### src/hdl/ccfw_pkg.sv
// shared types and constants for the character-counting flow window
`default_nettype none

package ccfw_pkg;

  // event codes carried on req_type
  typedef enum logic [2:0] {
    REQ_OFFER  = 3'd0,
    REQ_OK     = 3'd1,
    REQ_ERROR  = 3'd2,
    REQ_OTHER  = 3'd3,
    REQ_TICK   = 3'd4,
    REQ_CANCEL = 3'd5
  } req_type_e;

  // job status codes
  typedef enum logic [2:0] {
    ST_RUNNING  = 3'd0,
    ST_DONE     = 3'd1,
    ST_TOO_LONG = 3'd2,
    ST_ERROR    = 3'd3,
    ST_TIMEOUT  = 3'd4,
    ST_CANCEL   = 3'd5
  } job_status_e;

  // sequencer states
  typedef enum logic {
    FSM_IDLE,
    FSM_POP
  } fsm_e;

  // configuration register indexes
  localparam logic CfgWindow  = 1'b0;
  localparam logic CfgTimeout = 1'b1;

  localparam logic [7:0]  WindowReset  = 8'd127;
  localparam logic [15:0] TimeoutReset = 16'd5000;
  localparam int          FifoDepthDefault = 64;

endpackage

`default_nettype wire

### src/hdl/char_count_flow_window_unit.sv
// top level: character-counting flow control with a length fifo in block memory
`default_nettype none

// Host-side flow control window. Each accepted item is one event (line offer, ok, error,
// other line, tick or cancel) and gives exactly one result item from an output register.
// A new item is taken in the same cycle as the previous result leaves, but not while that
// result is held by a stall. Every event is handled in the idle state except an ok that
// retires a pending line: that one also passes through the pop state, as the oldest line
// length is read from the synchronous length memory before the counters are updated. The
// length memory needs no clearing pass after reset; entries are only read once written.
// Configuration writes are always taken (ready tied high) and must only be made while the
// block is idle.
module char_count_flow_window_unit #(
  parameter int FIFO_DEPTH = ccfw_pkg::FifoDepthDefault
) (
  input  wire logic        clk_i,
  input  wire logic        rst_ni,
  // configuration write
  input  wire logic        cfg_valid_i,
  output logic             cfg_ready_o,
  input  wire logic        cfg_index_i,
  input  wire logic [15:0] cfg_data_i,
  // event input
  input  wire logic        in_valid_i,
  output logic             in_stall_o,
  input  wire logic [2:0]  req_type_i,
  input  wire logic [9:0]  line_length_i,
  input  wire logic        is_last_line_i,
  // result output
  output logic             out_valid_o,
  input  wire logic        out_stall_i,
  output logic             line_accepted_o,
  output logic [2:0]       job_status_o,
  output logic [7:0]       pending_bytes_o,
  output logic [7:0]       pending_lines_o,
  output logic [31:0]      acked_bytes_o
);

  import ccfw_pkg::*;

  localparam int IdxW = (FIFO_DEPTH > 1) ? $clog2(FIFO_DEPTH) : 1;
  localparam int CntW = $clog2(FIFO_DEPTH + 1);

  // configuration
  logic [7:0]  window_q;
  logic [15:0] timeout_q;

  // flow state
  fsm_e            state_q, state_d;
  logic [IdxW-1:0] head_q, head_d;
  logic [IdxW-1:0] tail_q, tail_d;
  logic [CntW-1:0] count_q, count_d;
  logic [7:0]      outstanding_q, outstanding_d;
  logic [31:0]     acked_q, acked_d;
  logic [15:0]     idle_q, idle_d;
  job_status_e     outcome_q, outcome_d;
  logic            last_sent_q, last_sent_d;

  // result register
  logic        res_valid_q, res_valid_d;
  logic        res_accepted_q, res_accepted_d;
  job_status_e res_status_q;
  logic [7:0]  res_bytes_q;
  logic [7:0]  res_lines_q;
  logic [31:0] res_acked_q;

  // length memory
  logic [7:0]  mem_q [FIFO_DEPTH];
  logic [7:0]  rd_data_q;
  logic        mem_we;

  logic        in_fire;
  logic        pop_start;
  logic        load_res;

  logic [10:0] offer_sum;
  logic [16:0] tick_next;
  logic [32:0] acked_sum;
  logic [IdxW-1:0] head_inc;
  logic [IdxW-1:0] tail_inc;

  assign cfg_ready_o = 1'b1;

  always_ff @(posedge clk_i or negedge rst_ni) begin
    if (!rst_ni) begin
      window_q  <= WindowReset;
      timeout_q <= TimeoutReset;
    end else if (cfg_valid_i && cfg_ready_o) begin
      unique case (cfg_index_i)
        CfgWindow:  window_q  <= cfg_data_i[7:0];
        CfgTimeout: timeout_q <= cfg_data_i;
        default:    ;
      endcase
    end
  end

  // handshake outputs
  always_comb begin
    in_stall_o = (state_q != FSM_IDLE) || (res_valid_q && out_stall_i);
  end

  assign in_fire = in_valid_i && !in_stall_o;

  assign offer_sum = {3'b000, outstanding_q} + {1'b0, line_length_i};
  assign tick_next = {1'b0, idle_q} + 17'd1;
  assign acked_sum = {1'b0, acked_q} + {25'd0, rd_data_q};
  assign head_inc  = (head_q == IdxW'(FIFO_DEPTH - 1)) ? '0 : head_q + IdxW'(1);
  assign tail_inc  = (tail_q == IdxW'(FIFO_DEPTH - 1)) ? '0 : tail_q + IdxW'(1);

  // event processing
  always_comb begin
    head_d         = head_q;
    tail_d         = tail_q;
    count_d        = count_q;
    outstanding_d  = outstanding_q;
    acked_d        = acked_q;
    idle_d         = idle_q;
    outcome_d      = outcome_q;
    last_sent_d    = last_sent_q;
    res_accepted_d = 1'b0;
    mem_we         = 1'b0;
    pop_start      = 1'b0;
    load_res       = 1'b0;

    if (state_q == FSM_IDLE) begin
      if (in_fire) begin
        if (outcome_q == ST_RUNNING) begin
          unique case (req_type_e'(req_type_i))
            REQ_OFFER: begin
              if (!last_sent_q) begin
                priority if (line_length_i > {2'b00, window_q}) begin
                  outcome_d = ST_TOO_LONG;
                end else if (count_q == CntW'(FIFO_DEPTH)) begin
                  // fifo full, line waits
                end else if (offer_sum > {3'b000, window_q}) begin
                  // window full, line waits
                end else begin
                  mem_we         = 1'b1;
                  tail_d         = tail_inc;
                  count_d        = count_q + CntW'(1);
                  outstanding_d  = offer_sum[7:0];
                  last_sent_d    = last_sent_q | is_last_line_i;
                  res_accepted_d = 1'b1;
                end
              end
            end
            REQ_OK: begin
              idle_d    = '0;
              pop_start = (count_q != '0);
            end
            REQ_ERROR: begin
              idle_d    = '0;
              outcome_d = ST_ERROR;
            end
            REQ_OTHER: begin
              idle_d = '0;
            end
            REQ_TICK: begin
              if (tick_next > {1'b0, timeout_q}) begin
                outcome_d = ST_TIMEOUT;
              end else begin
                idle_d = tick_next[15:0];
              end
            end
            REQ_CANCEL: begin
              outcome_d = ST_CANCEL;
            end
            default: ;
          endcase
        end
        load_res = !pop_start;
      end
    end else begin
      // oldest length is now in rd_data_q
      head_d        = head_inc;
      count_d       = count_q - CntW'(1);
      outstanding_d = (outstanding_q >= rd_data_q) ? outstanding_q - rd_data_q : '0;
      acked_d       = acked_sum[32] ? '1 : acked_sum[31:0];
      if (last_sent_q && (count_q == CntW'(1))) begin
        outcome_d = ST_DONE;
      end
      load_res = 1'b1;
    end
  end

  // next state
  always_comb begin
    state_d = state_q;
    unique case (state_q)
      FSM_IDLE: if (in_fire && pop_start) state_d = FSM_POP;
      FSM_POP:  state_d = FSM_IDLE;
      default:  state_d = FSM_IDLE;
    endcase
  end

  always_comb begin
    res_valid_d = res_valid_q && out_stall_i;
    if (load_res) begin
      res_valid_d = 1'b1;
    end
  end

  always_ff @(posedge clk_i or negedge rst_ni) begin
    if (!rst_ni) begin
      state_q       <= FSM_IDLE;
      head_q        <= '0;
      tail_q        <= '0;
      count_q       <= '0;
      outstanding_q <= '0;
      acked_q       <= '0;
      idle_q        <= '0;
      outcome_q     <= ST_RUNNING;
      last_sent_q   <= 1'b0;
      res_valid_q   <= 1'b0;
    end else begin
      state_q       <= state_d;
      head_q        <= head_d;
      tail_q        <= tail_d;
      count_q       <= count_d;
      outstanding_q <= outstanding_d;
      acked_q       <= acked_d;
      idle_q        <= idle_d;
      outcome_q     <= outcome_d;
      last_sent_q   <= last_sent_d;
      res_valid_q   <= res_valid_d;
    end
  end

  always_ff @(posedge clk_i) begin
    if (load_res) begin
      res_accepted_q <= res_accepted_d;
      res_status_q   <= outcome_d;
      res_bytes_q    <= outstanding_d;
      res_lines_q    <= 8'(count_d);
      res_acked_q    <= acked_d;
    end
  end

  // length memory: accepted lengths never exceed the window, so eight bits hold them
  always_ff @(posedge clk_i) begin
    if (mem_we) begin
      mem_q[tail_q] <= line_length_i[7:0];
    end
    rd_data_q <= mem_q[head_q];
  end

  assign out_valid_o     = res_valid_q;
  assign line_accepted_o = res_accepted_q;
  assign job_status_o    = res_status_q;
  assign pending_bytes_o = res_bytes_q;
  assign pending_lines_o = res_lines_q;
  assign acked_bytes_o   = res_acked_q;

  // a pop only starts with a line pending
  assert property (@(posedge clk_i) disable iff (!rst_ni)
    (state_q == FSM_POP) |-> (count_q != '0))
    else $error("pop started with empty fifo");

  // the result slot is free while a pop is in flight
  assert property (@(posedge clk_i) disable iff (!rst_ni)
    (state_q == FSM_POP) |-> !res_valid_q)
    else $error("result register busy during pop");

  // no bytes are pending while no lines are pending
  assert property (@(posedge clk_i) disable iff (!rst_ni)
    (count_q == '0) |-> (outstanding_q == '0))
    else $error("bytes pending with no lines pending");

  assert property (@(posedge clk_i) disable iff (!rst_ni)
    count_q <= CntW'(FIFO_DEPTH))
    else $error("fifo count beyond depth");

  // an accepted line never finishes the job in the same item
  assert property (@(posedge clk_i) disable iff (!rst_ni)
    (res_valid_q && res_accepted_q) |-> (res_status_q == ST_RUNNING))
    else $error("accepted line with finished job");

endmodule

`default_nettype wire
### config.mk
export PLATFORM = sky130hd
export DESIGN_NAME = char_count_flow_window_unit
export DESIGN_NICKNAME = d
export VERILOG_FILES = /design/src/hdl/ccfw_pkg.sv /design/src/hdl/char_count_flow_window_unit.sv
export SDC_FILE = /design/constraint.sdc
export NUM_CORES = 1
export LEC_CHECK = 0
export BUFFER_PORTS_ARGS = -buffer_cell sky130_fd_sc_hd__buf_2
export CAP_MARGIN = 15
export CORE_AREA = 2 2 222 224
export CTS_BUF_LIST = sky130_fd_sc_hd__clkbuf_4 sky130_fd_sc_hd__clkbuf_8
export DETAILED_ROUTE_END_ITERATION = 16
export DIE_AREA = 0 0 224 226
export PLACE_DENSITY = 0.87
export SLEW_MARGIN = 20
export SYNTH_ARGS = -nofsm -noshare
export SYNTH_HDL_FRONTEND = slang
export SYNTH_SLANG_ARGS = --single-unit
### constraint.sdc
create_clock -name clk_i -period 5.1 [get_ports clk_i]
set_clock_uncertainty 0.2 [all_clocks]
set_input_delay 0.51 -clock clk_i [delete_from_list [all_inputs] [get_ports clk_i]]
set_output_delay 0.51 -clock clk_i [all_outputs]
set_load 0.01 [all_outputs]
==> key figures, run 1 <==
Clock tree
  • CTS clk-pin slew, worst paths: approximately 0.070 ns
  • Sink Count: between 600 and 700
  • Clock tree buffer depth: 3
  • CTS tree: yes
  • H-tree Lvls: 3
  • Root Driver: clkbuf_8
  • CTS Buf Count: ~100
  • # Post-CTS Setup Buffers: 0
  • Worst skew pair latency: approximately 0.73 ns
  • CTS resizes: 0

Worst setup path
  • Arr. time, crit path: between 5 and 6 ns
  • Critical Setup Path Class: flop to flop
  • Reg2reg end: mem_q[1][2]
  • Reg-to-Reg Start: outstanding_q[0]
  • Register-to-Register Setup Slack: 0.29 ns
  • Crit path max fanout: 8
  • Setup crit start kind: flop
  • R2R cell count: 15
  • Crit path capture type: flop
  • Required time worst endpoint: 5.32 ns

Detailed routing
  • WL final: 67400 µm
  • DR pass1 iterations: 7
  • Routed len/inst: 25.37 µm
  • DRT antenna net count: 0
  • DRC: 0
  • Vias/cell: about 6.4
  • Vias after detailed routing: 17.03k
  • DR iter-0 viols: 1979

Floorplan
  • Chip Width: around 220 µm
  • Die height: roughly 230 µm
  • Placement row count: 81
  • Die area: ~51000 µm²
  • Boundary Pins: roughly 90
  • Core box area: 48340 µm²
  • Initial core utilization: about three fifths

Timing
  • Max Transition Viols Final: 0
  • Fin. Hold Viols: 0
  • Hold Slack: approximately 0.072 ns
  • Peak Freq: roughly 210 MHz
  • Relative slew slack: roughly 31%
  • Min Tclk post-route: just under 5 ns
  • Final setup TNS: 0 ns
  • Crit share post-route: a little over nine tenths
  • Setup violators final: 0
  • Worst-Margin Slew: 1.022 ns
  • RSZ-0062 raised after global routing: false

Logic synthesis
  • Post-synthesis register bit count: roughly 680
  • Seq/Total Area, Yosys: 68.58%
  • Area contributors post-synth: edfxtp_1 (59%), mux4_2 (13%), dfrtp_1 (8.1%), ha_1 (2.7%), nor2_1 (1.5%)
  • Synthesis Warnings: 0
  • Synth top area share: 58.83%
  • Avg Synthesized Cell Area: ~17 µm²
  • Count leader, synth: edfxtp_1
  • Area leader, netlist: edfxtp_1
  • Synth cell count leaders: edfxtp_1 (563), mux4_2 (160), nor2_1 (112)
  • Syn_nets: roughly 1.8k
  • Synth unique cells: 71
  • Most used DFF post-synth: edfxtp_1
  • Asr flop ratio synth: 15.53%
  • Netlist Area Pre-Place: ~29000 µm²
  • Number of synthesized flops with an enable pin: between 500 and 600
  • Syn Inst Count: ~1.7k

Run
  • Max_cap viols: 0

Placement
  • PortBufs: 88
  • HPWL after DPL: 42730 µm
  • Gp weighted congestion: between 0.9 and 1

GRT
  • Antenna violations before repair: 2
  • Total grt overflow: 0
  • First-pass GRT wire length: between 100000 and 150000 µm
  • Number of global-route vias before repair: roughly 17k
  • Pin count of the biggest net entering global routing: 65
  • Gr usage total: a little over a quarter

Layout
  • Share of layout cells above drive strength 1: about 28%
  • Diode count: 0
  • Nets: ~2.1k
  • Layout area overhead: 14.29%

Power and ir drop
  • Leakage power: roughly 12 nW
  • Maximum VDD drop: between 0.3 and 0.4 mV
  • Power Dens Cells: 337.0 nW/µm²

Hold path
  • Worst hold path type: input pin to flop
  • WHS Path Cells: 2
  • Hold Startpoint: line_length_i[2]
  • Worst Hold End: mem_q[48][2]

Outcome
  • Status: finished clean
placed cells by master, fill, tap and decap left out, drive strengths merged, types with 10 or more instances in the layout:
cell type    count
edfxtp         563
buf            192
mux4           160
clkbuf         135
nor2           112
dfrtp           93
nand2           78
inv             71
ha              63
a21oi           49
clkinv          42
nand3           41
o21ai           41
nand4           30
dlygate4sd3     28
mux2            22
nor3            21
xnor2           20
and3            18
a22oi           17
a31oi           16
xor2            14
mux2i           14
or3             13
a21o            12
dfstp           12
nor2b           10
and2            10
worst max path at each step:
stage | start | end | slack, ns
final | outstanding_q[0] | mem_q[1][2] | 0.29
after detailed placement | line_length_i[0] | mem_q[15][1] | 0.1
after floorplan | line_length_i[0] | mem_q[25][0] | 0.61
after CTS | outstanding_q[0] | mem_q[55][4] | 0.36
after global routing | outstanding_q[0] | mem_q[55][5] | 0.04
after global placement | line_length_i[0] | mem_q[15][1] | 0.19
layer usage:
metal  vias to the layer above  GRT usage (%)  part of all wire, %
li1                       7277              -                    -
met5                         -              0                0.045
met4                         4          9.656                  3.3
met2                      1046          44.15                   49
met3                       178          6.674                   10
met1                      8528          36.43                   38
sequential cells by signal, indices dropped and copies added (netlist names), 6 cells and up:
signal	cells
acked_bytes_o	32
acked_q	32
count_q	7
head_q	6
idle_q	16
mem_q	512
outstanding_q	8
pending_bytes_o	8
pending_lines_o	7
rd_data_q	8
tail_q	6
timeout_q	16
window_q	8
critical path, stage by stage (launching register included):
cell	delay, ns
dfrtp_1	0.43
ha_1	0.24
fa_1	0.43
a211oi_1	0.31
o21bai_1	0.10
a21oi_1	0.23
xnor2_1	0.18
ha_1	0.28
and3_1	0.20
a221oi_1	0.27
o2bb2ai_1	0.21
and4_1	0.44
nand4b_1	0.22
buf_4	0.23
nor2_1	0.30
buf_4	0.22
report_power, final:
| part | internal, W | switching (W) |
|---|---|---|
| clock | 0.00250 | 0.00213 |
| combinational | 0.000126 | 0.000255 |
| sequential | 0.00604 | 0.0000205 |
| total | 0.00867 | 0.00240 |
metrics by stage:
stage / cell area, µm² / worst slack, ns / utilization [%] / instances / total power (W)
after detailed placement: 30430 / 0.09986 / 62.94 / 2441 / 0.006535
after CTS: 32850 / 0.3617 / 67.94 / 2657 / 0.01112
final: 32850 / 0.2924 / 67.94 / 2657 / 0.01107
after global routing: 32850 / 0.04277 / 67.94 / 2657 / 0.01139
after floorplan: 28740 / 0.6096 / - / 1704 / 0.006337
after global placement: 30430 / 0.1915 / 62.94 / 2441 / 0.006513
area by class of cell:
cell class	count	area [µm²]
sequential	676	19720
fill	2967	15500
multi-input combinational	883	8413
clock buffer	135	1702
timing repair buffer	220	1541
tap	622	778.2
clock inverter	53	437.9
inverter	68	255.2
cell families (layout without fill, tap and decap cells):
group	count (synthesis)	after routing	share of synthesized area [%]
simple gates	374	374	6.422
xor+xnor	34	34	1.036
other cells	2	2	0.02613
compound gates	211	211	4.942
mux	196	196	13.89
buf+inv	145	476	2.155
fa+ha+maj	66	66	2.952
flops	676	676	68.58
timing repair:
| item | 4_1_cts | 5_1_grt |
|---|---|---|
| hold endpoints to repair | 85 | 0 |
| setup endpoints to repair | 0 | 0 |
| hold buffers | 28 | 0 |
No activity file was read; power rests on OpenSTA's default activity.
==> run 2: changes to the inputs <==
- CORE_AREA: 2 2 222 224 -> 2 2 313 315
- DIE_AREA: 0 0 224 226 -> 0 0 315 317
- PLACE_DENSITY: 0.87 -> 0.54
==> run 2 against run 1 <==
  * Utilization shrank 33 points
  * Global-route usage shrank 13 points
  * Via count shrank 3.4%
  * First-iteration DRC count shrank 13%
  * Hold slack lost 0.011 ns
  * Power grew 6.0%
  * Worst setup slack gained 0.053 ns
  * Maximum frequency grew 1.1%
  * Critical path type unchanged
  * Largest cell class unchanged
  * Largest power group unchanged
==> key figures, run 2 (synthesis gave the netlist of run 1 again) <==
Outcome
  • Status: finished clean

Clock tree
  • Worst skew pair latency: around 0.73 ns
  • CTS Buf Count: between 100 and 150
  • H-tree Lvls: 3
  • # Post-CTS Setup Buffers: 0
  • Clock tree buffer depth: 3
  • Sink Count: about 680
  • Root Driver: clkbuf_8
  • CTS resizes: 0
  • CTS tree: yes
  • CTS clk-pin slew, worst paths: 0.07 ns

Layout
  • Core Util, Final: approximately 35%
  • Largest Register: mem_q
  • Layout area overhead: 18.60%
  • Commonest non-fill, non-tap cells in the layout: edfxtp_1 (563), mux4_2 (160), clkbuf_8 (114)
  • Commonest non-fill, non-tap cell in the layout: edfxtp_1
  • Largest register FFs: 512
  • Layout fillers: approximately 9.1k
  • Fin cells: approximately 3.3k
  • Share of layout cells above drive strength 1: 28.88%
  • Nets: slightly above 2k

Floorplan
  • Core box area: 96280 µm²
  • Placement row count: around 110
  • Initial core utilization: about 30%
  • Die area: between 90000 and 100000 µm²
  • Chip Width: between 300 and 400 µm
  • Boundary Pins: slightly above 90
  • Die height: 317 µm

Timing
  • RSZ-0062 raised after global routing: false
  • Worst-Margin Slew: 1.107 ns
  • Crit share post-route: 93.23%
  • Min Tclk post-route: 4.755 ns
  • Peak Freq: between 200 and 250 MHz
  • Hold Slack: just over 0.06 ns
  • Max Transition Viols Final: 0
  • Fin. Hold Viols: 0
  • Final setup TNS: 0 ns
  • Setup violators final: 0
  • Relative slew slack: between 20 and 30%

Detailed routing
  • WL final: approximately 72000 µm
  • DR pass1 iterations: 6
  • Vias/cell: about 4.9
  • DRC: 0
  • Vias after detailed routing: about 16k
  • DRT antenna net count: 0
  • DR iter-0 viols: 1724
  • Routed len/inst: roughly 22 µm

Worst setup path
  • Crit path max fanout: 8
  • CP max stage cell: and4_1
  • Max incr delay on CP: 0.45 ns
  • Crit path capture type: flop
  • Required time worst endpoint: 5.35 ns
  • Critical Setup Path Class: flop to flop
  • Register-to-Register Setup Slack: 0.35 ns
  • R2R cell count: 15
  • Crit-path cells: ha_1 > fa_1 > a211oi_1 > o21bai_1 > a21oi_1 > xnor2_1 > ha_1 > and3_1 > a221oi_1 > o2bb2ai_1 > and4_1 > nand4b_1 > buf_4 > nor2_1 > buf_4
  • Arr. time, crit path: about 5.0 ns
  • Reg-to-Reg Start: outstanding_q[0]
  • Setup crit start kind: flop
  • Reg2reg end: mem_q[0][2]

Hold path
  • Worst Hold End: window_q[4]
  • WHS Path Cells: 4
  • Worst hold path type: input pin to flop
  • Hold Startpoint: cfg_index_i

Power and ir drop
  • Logic pwr share: under 10%
  • Clock network power share: about 45%
  • Power Dens Cells: between 300 and 400 nW/µm²
  • Leakage power: 11.79 nW
  • Net load switching power: 0.002523 W
  • Sw frac: a little over a fifth
  • Reg power frac: between 50% and 60%
  • Maximum VDD drop: ~0.19 mV
  • Design Power: 0.01174 W
  • Internal power: just over 0.009 W

GRT
  • Antenna violations before repair: 3
  • Total grt overflow: 0
  • Gr usage total: 14.54%
  • Pin count of the biggest net entering global routing: 110
  • Number of global-route vias before repair: between 15k and 20k
  • First-pass GRT wire length: ~110000 µm

Placement
  • HPWL after DPL: 47680 µm
  • Gp weighted congestion: roughly 0.83
  • Placed Cells: 3104
  • PortBufs: a little under 90

Run
  • Max_cap viols: 0
## run 2: cell types whose count changed in the layout (fill, tap and decap cells not counted), sizes merged
cell | before | now
buf | 192 | 201
bufinv | 6 | 16
clkbuf | 135 | 131
clkinv | 42 | 50
clkinvlp | 2 | 4
diode | 0 | 1
dlygate4sd3 | 28 | 31
inv | 71 | 72
## run 2: metrics by stage
stage / instance area (µm²) / worst slack [ns]
2_1_floorplan: 28740 / 0.6096
3_3_place_gp: 31290 / 0.1269
3_5_place_dp: 31290 / 0.04884
4_1_cts: 34080 / 0.4288
5_1_grt: 34080 / 0.09361
6_report: 34080 / 0.3453
## run 2: repair_timing
action,in CTS,in global routing
hold endpoints to repair,78,0
hold buffers,31,0
endpoints found under the setup margin,0,0
## run 2: worst max path at each step
stage / start / to / slack, ns / cells past startpoint
6_report: outstanding_q[0] / mem_q[0][2] / 0.35 / 15
4_1_cts: outstanding_q[0] / mem_q[0][0] / 0.43 / 15
3_3_place_gp: line_length_i[0] / mem_q[0][0] / 0.13 / 16
5_1_grt: outstanding_q[1] / mem_q[0][2] / 0.09 / 15
3_5_place_dp: line_length_i[0] / mem_q[0][4] / 0.05 / 16
2_1_floorplan: line_length_i[0] / mem_q[25][0] / 0.61 / 15
## run 2: layout make-up
type,count,area [µm²],share of cell area [%]
Antenna cell,1,2.502,0.007342
Tap cell,1276,1597,4.684
Multi-Input combinational cell,883,8413,24.68
Clock inverter,74,788.3,2.313
Sequential cell,676,19720,57.85
Timing Repair Buffer,232,1614,4.736
Clock buffer,131,1697,4.978
Inverter,68,255.2,0.7489
## run 2: power groups by stage
stage          logic (W)  clock network, W  registers, W
2_1_floorplan   0.000156                 0       0.00618
3_3_place_gp    0.000367                 0       0.00618
3_5_place_dp    0.000378                 0       0.00618
4_1_cts         0.000398           0.00543       0.00606
5_1_grt         0.000436           0.00570       0.00607
6_report        0.000389           0.00528       0.00606
## run 2: per-layer routing
| layer | global-route usage, % | share of wire, % | vias to the layer above |
|---|---|---|---|
| li1 | - | - | 7340 |
| met1 | 20.23 | 45 | 8430 |
| met2 | 22.89 | 46 | 566 |
| met3 | 3.489 | 6.8 | 106 |
| met4 | 3.712 | 2.0 | 4 |
| met5 | 0 | 0.032 | - |
## run 2: worst max-delay path, delay by kind of cell (launching register included)
family	cells	cell delay [ns]
buffers and inverters	2	0.41
AO/OA/AOI/OAI	5	1.19
flip-flops	1	0.41
AND/OR/NAND/NOR	4	1.10
adder cells (fa/ha/maj)	3	0.96
XOR/XNOR	1	0.21
==> run 3: changes to the inputs <==
- BUFFER_PORTS_ARGS: -buffer_cell sky130_fd_sc_hd__buf_2 -> -buffer_cell sky130_fd_sc_hd__buf_4
- HOLD_SLACK_MARGIN: not set -> 0.08
==> run 3 against run 2 <==
  * Final cell count rose by 0.78%
  * Critical path depth rose by 2
  * Global-route usage rose by 0.16 points
  * Worst setup slack improved by 0.063 ns
  * Count of clock-buffer cells in the layout rose by 14
  * Flip-flop and latch count did not move
  * Highest routed layer is now met4
==> key figures, run 3 (synthesis gave the netlist of run 1 again) <==
Outcome
  • Status: finished clean

Detailed routing
  • WL final: between 70000 and 80000 µm
  • Vias after detailed routing: roughly 17k
  • Vias/cell: 4.940
  • DRC: 0
  • Routed len/inst: approximately 22 µm
  • DRT antenna net count: 0
  • DR pass1 iterations: 5
  • DR iter-0 viols: between 1.5k and 2k

Hold path
  • Worst hold path type: input pin to flop

Floorplan
  • Core box area: 96280 µm²
  • Die area: ~100000 µm²
  • Initial core utilization: between 20% and 30%
  • Chip Width: between 300 and 400 µm
  • Placement row count: around 110
  • Die height: between 300 and 400 µm
  • Boundary Pins: 91

Layout
  • Layout area overhead: 19.70%
  • Commonest non-fill, non-tap cell in the layout: edfxtp_1
  • Largest register FFs: slightly above 500
  • Share of layout cells above drive strength 1: between 20 and 30%
  • Fin cells: between 3k and 4k
  • Commonest non-fill, non-tap cells in the layout: edfxtp_1 (563), buf_4 (205), mux4_2 (160)
  • Nets: ~2.1k
  • Final instance area: 34400 µm²
  • Largest Register: mem_q

GRT
  • First-pass GRT wire length: approximately 110000 µm
  • Total grt overflow: 0
  • Number of global-route vias before repair: 17.10k
  • Gr usage total: approximately 15%
  • Antenna violations before repair: 3
  • Pin count of the biggest net entering global routing: 69

Clock tree
  • CTS clk-pin slew, worst paths: about 0.07 ns
  • Clock tree buffer depth: 3
  • Worst skew pair latency: between 0.7 and 0.8 ns
  • CTS Buf Count: 112
  • Sink Count: 676
  • H-tree Lvls: 3
  • CTS tree: yes
  • Root Driver: clkbuf_8

Power and ir drop
  • Leakage power: between 10 and 15 nW
  • Power Dens Cells: roughly 330 nW/µm²
  • Maximum VDD drop: 0.1901 mV

Placement
  • Gp weighted congestion: approximately 0.83
  • Area post-placement: 31580 µm²
  • HPWL after DPL: roughly 48000 µm
  • PortBufs: between 80 and 90
  • DP Worst Slack: 0.2306 ns
  • Placed Cells: just over 3k

Timing
  • Setup violators final: 0
  • RSZ-0062 raised after global routing: false
  • Hold Slack: ~0.19 ns
  • Relative slew slack: 29.19%
  • Worst-Margin Slew: about 1.1 ns
  • Crit share post-route: 92.00%
  • Post-route setup slack: around 0.41 ns
  • Fin. Hold Viols: 0
  • Peak Freq: approximately 210 MHz
  • Min Tclk post-route: between 4 and 5 ns
  • Max Transition Viols Final: 0
  • Final setup TNS: 0 ns

Run
  • Max_cap viols: 0

Worst setup path
  • Register-to-Register Setup Slack: between 0.4 and 0.5 ns
  • Crit path max fanout: 8
  • Critical Setup Path Class: input pin to flop
  • Arr. time, crit path: ~4.9 ns
  • Required time worst endpoint: around 5.3 ns
  • Crit path capture type: flop
  • Setup crit start kind: input pin
==> run 3: cell count changes in the layout (fill, tap and decap cells not counted), moves of 2 or more <==
cell           previous run  this run
buf_12                    1         3
buf_2                    87         0
buf_4                   113       205
bufinv_16                16         7
clkbuf_4                 17        28
clkbuf_8                114       117
clkinv_2                 30        26
clkinv_8                  0         2
clkinvlp_4                4         6
dlygate4sd3_1            31        46
==> run 3: final timing paths <==
kind,startpoint,end,cells past startpoint
worst max register to register,outstanding_q[0],mem_q[54][3],15
worst min register to register,timeout_q[14],timeout_q[14],1
worst max-delay path,line_length_i[1],mem_q[54][3],17
max in group asynchronous,rst_ni,acked_q[16],3
worst min-delay path,line_length_i[0],mem_q[50][0],2
min in group asynchronous,rst_ni,timeout_q[11],2
==> run 3: layout make-up <==
cell class,count,area [µm²]
clock inverter,64,529.3
sequential,676,19720
multi-input combinational,883,8419
clock buffer,145,1821
tap,1276,1597
timing repair buffer,254,2059
antenna,1,2.502
inverter,68,255.2
fill,9088,61880
==> run 3: metal layers <==
layer  routed length, µm  global-route usage (%)
met1               33580                   20.96
met2               33920                   22.99
met3                4587                   2.954
met4                1432                   3.745
met5                   0                       0
==> run 3: power breakdown <==
part           total (W)  internal, W  switching [W]  leakage (nW)
registers        0.00606      0.00604      0.0000211          6.47
clock network    0.00496      0.00272        0.00225          1.23
logic           0.000419     0.000157       0.000262          4.21
total             0.0114      0.00892        0.00253          11.9
==> run 3: metrics by stage <==
stage               utilization (%)  total power [W]
floorplan                         -         0.006337
global placement              32.80         0.006567
detailed placement            32.80         0.006576
CTS                           35.72          0.01159
global route                  35.73          0.01187
finish                        35.73          0.01145
==> run 3: timing repair <==
item,in CTS,in global routing
hold endpoints to repair,120,0
buffers inserted,0,0
resized for setup,0,0
hold buffers,46,0
==> run 3: critical path, cell delays in order <==
cell and delay [ns]:
dlygate4sd3_1 0.58, buf_4 0.20, ha_1 0.30, a21o_1 0.17, a211oi_1 0.24, nor2_1 0.10, o41ai_1 0.35, xnor2_1 0.23
ha_1 0.30, and3_1 0.18, a221oi_1 0.28, o2bb2ai_1 0.22, and4_1 0.45, nand4_1 0.15, buf_4 0.25, nor2_1 0.22
buf_4 0.20
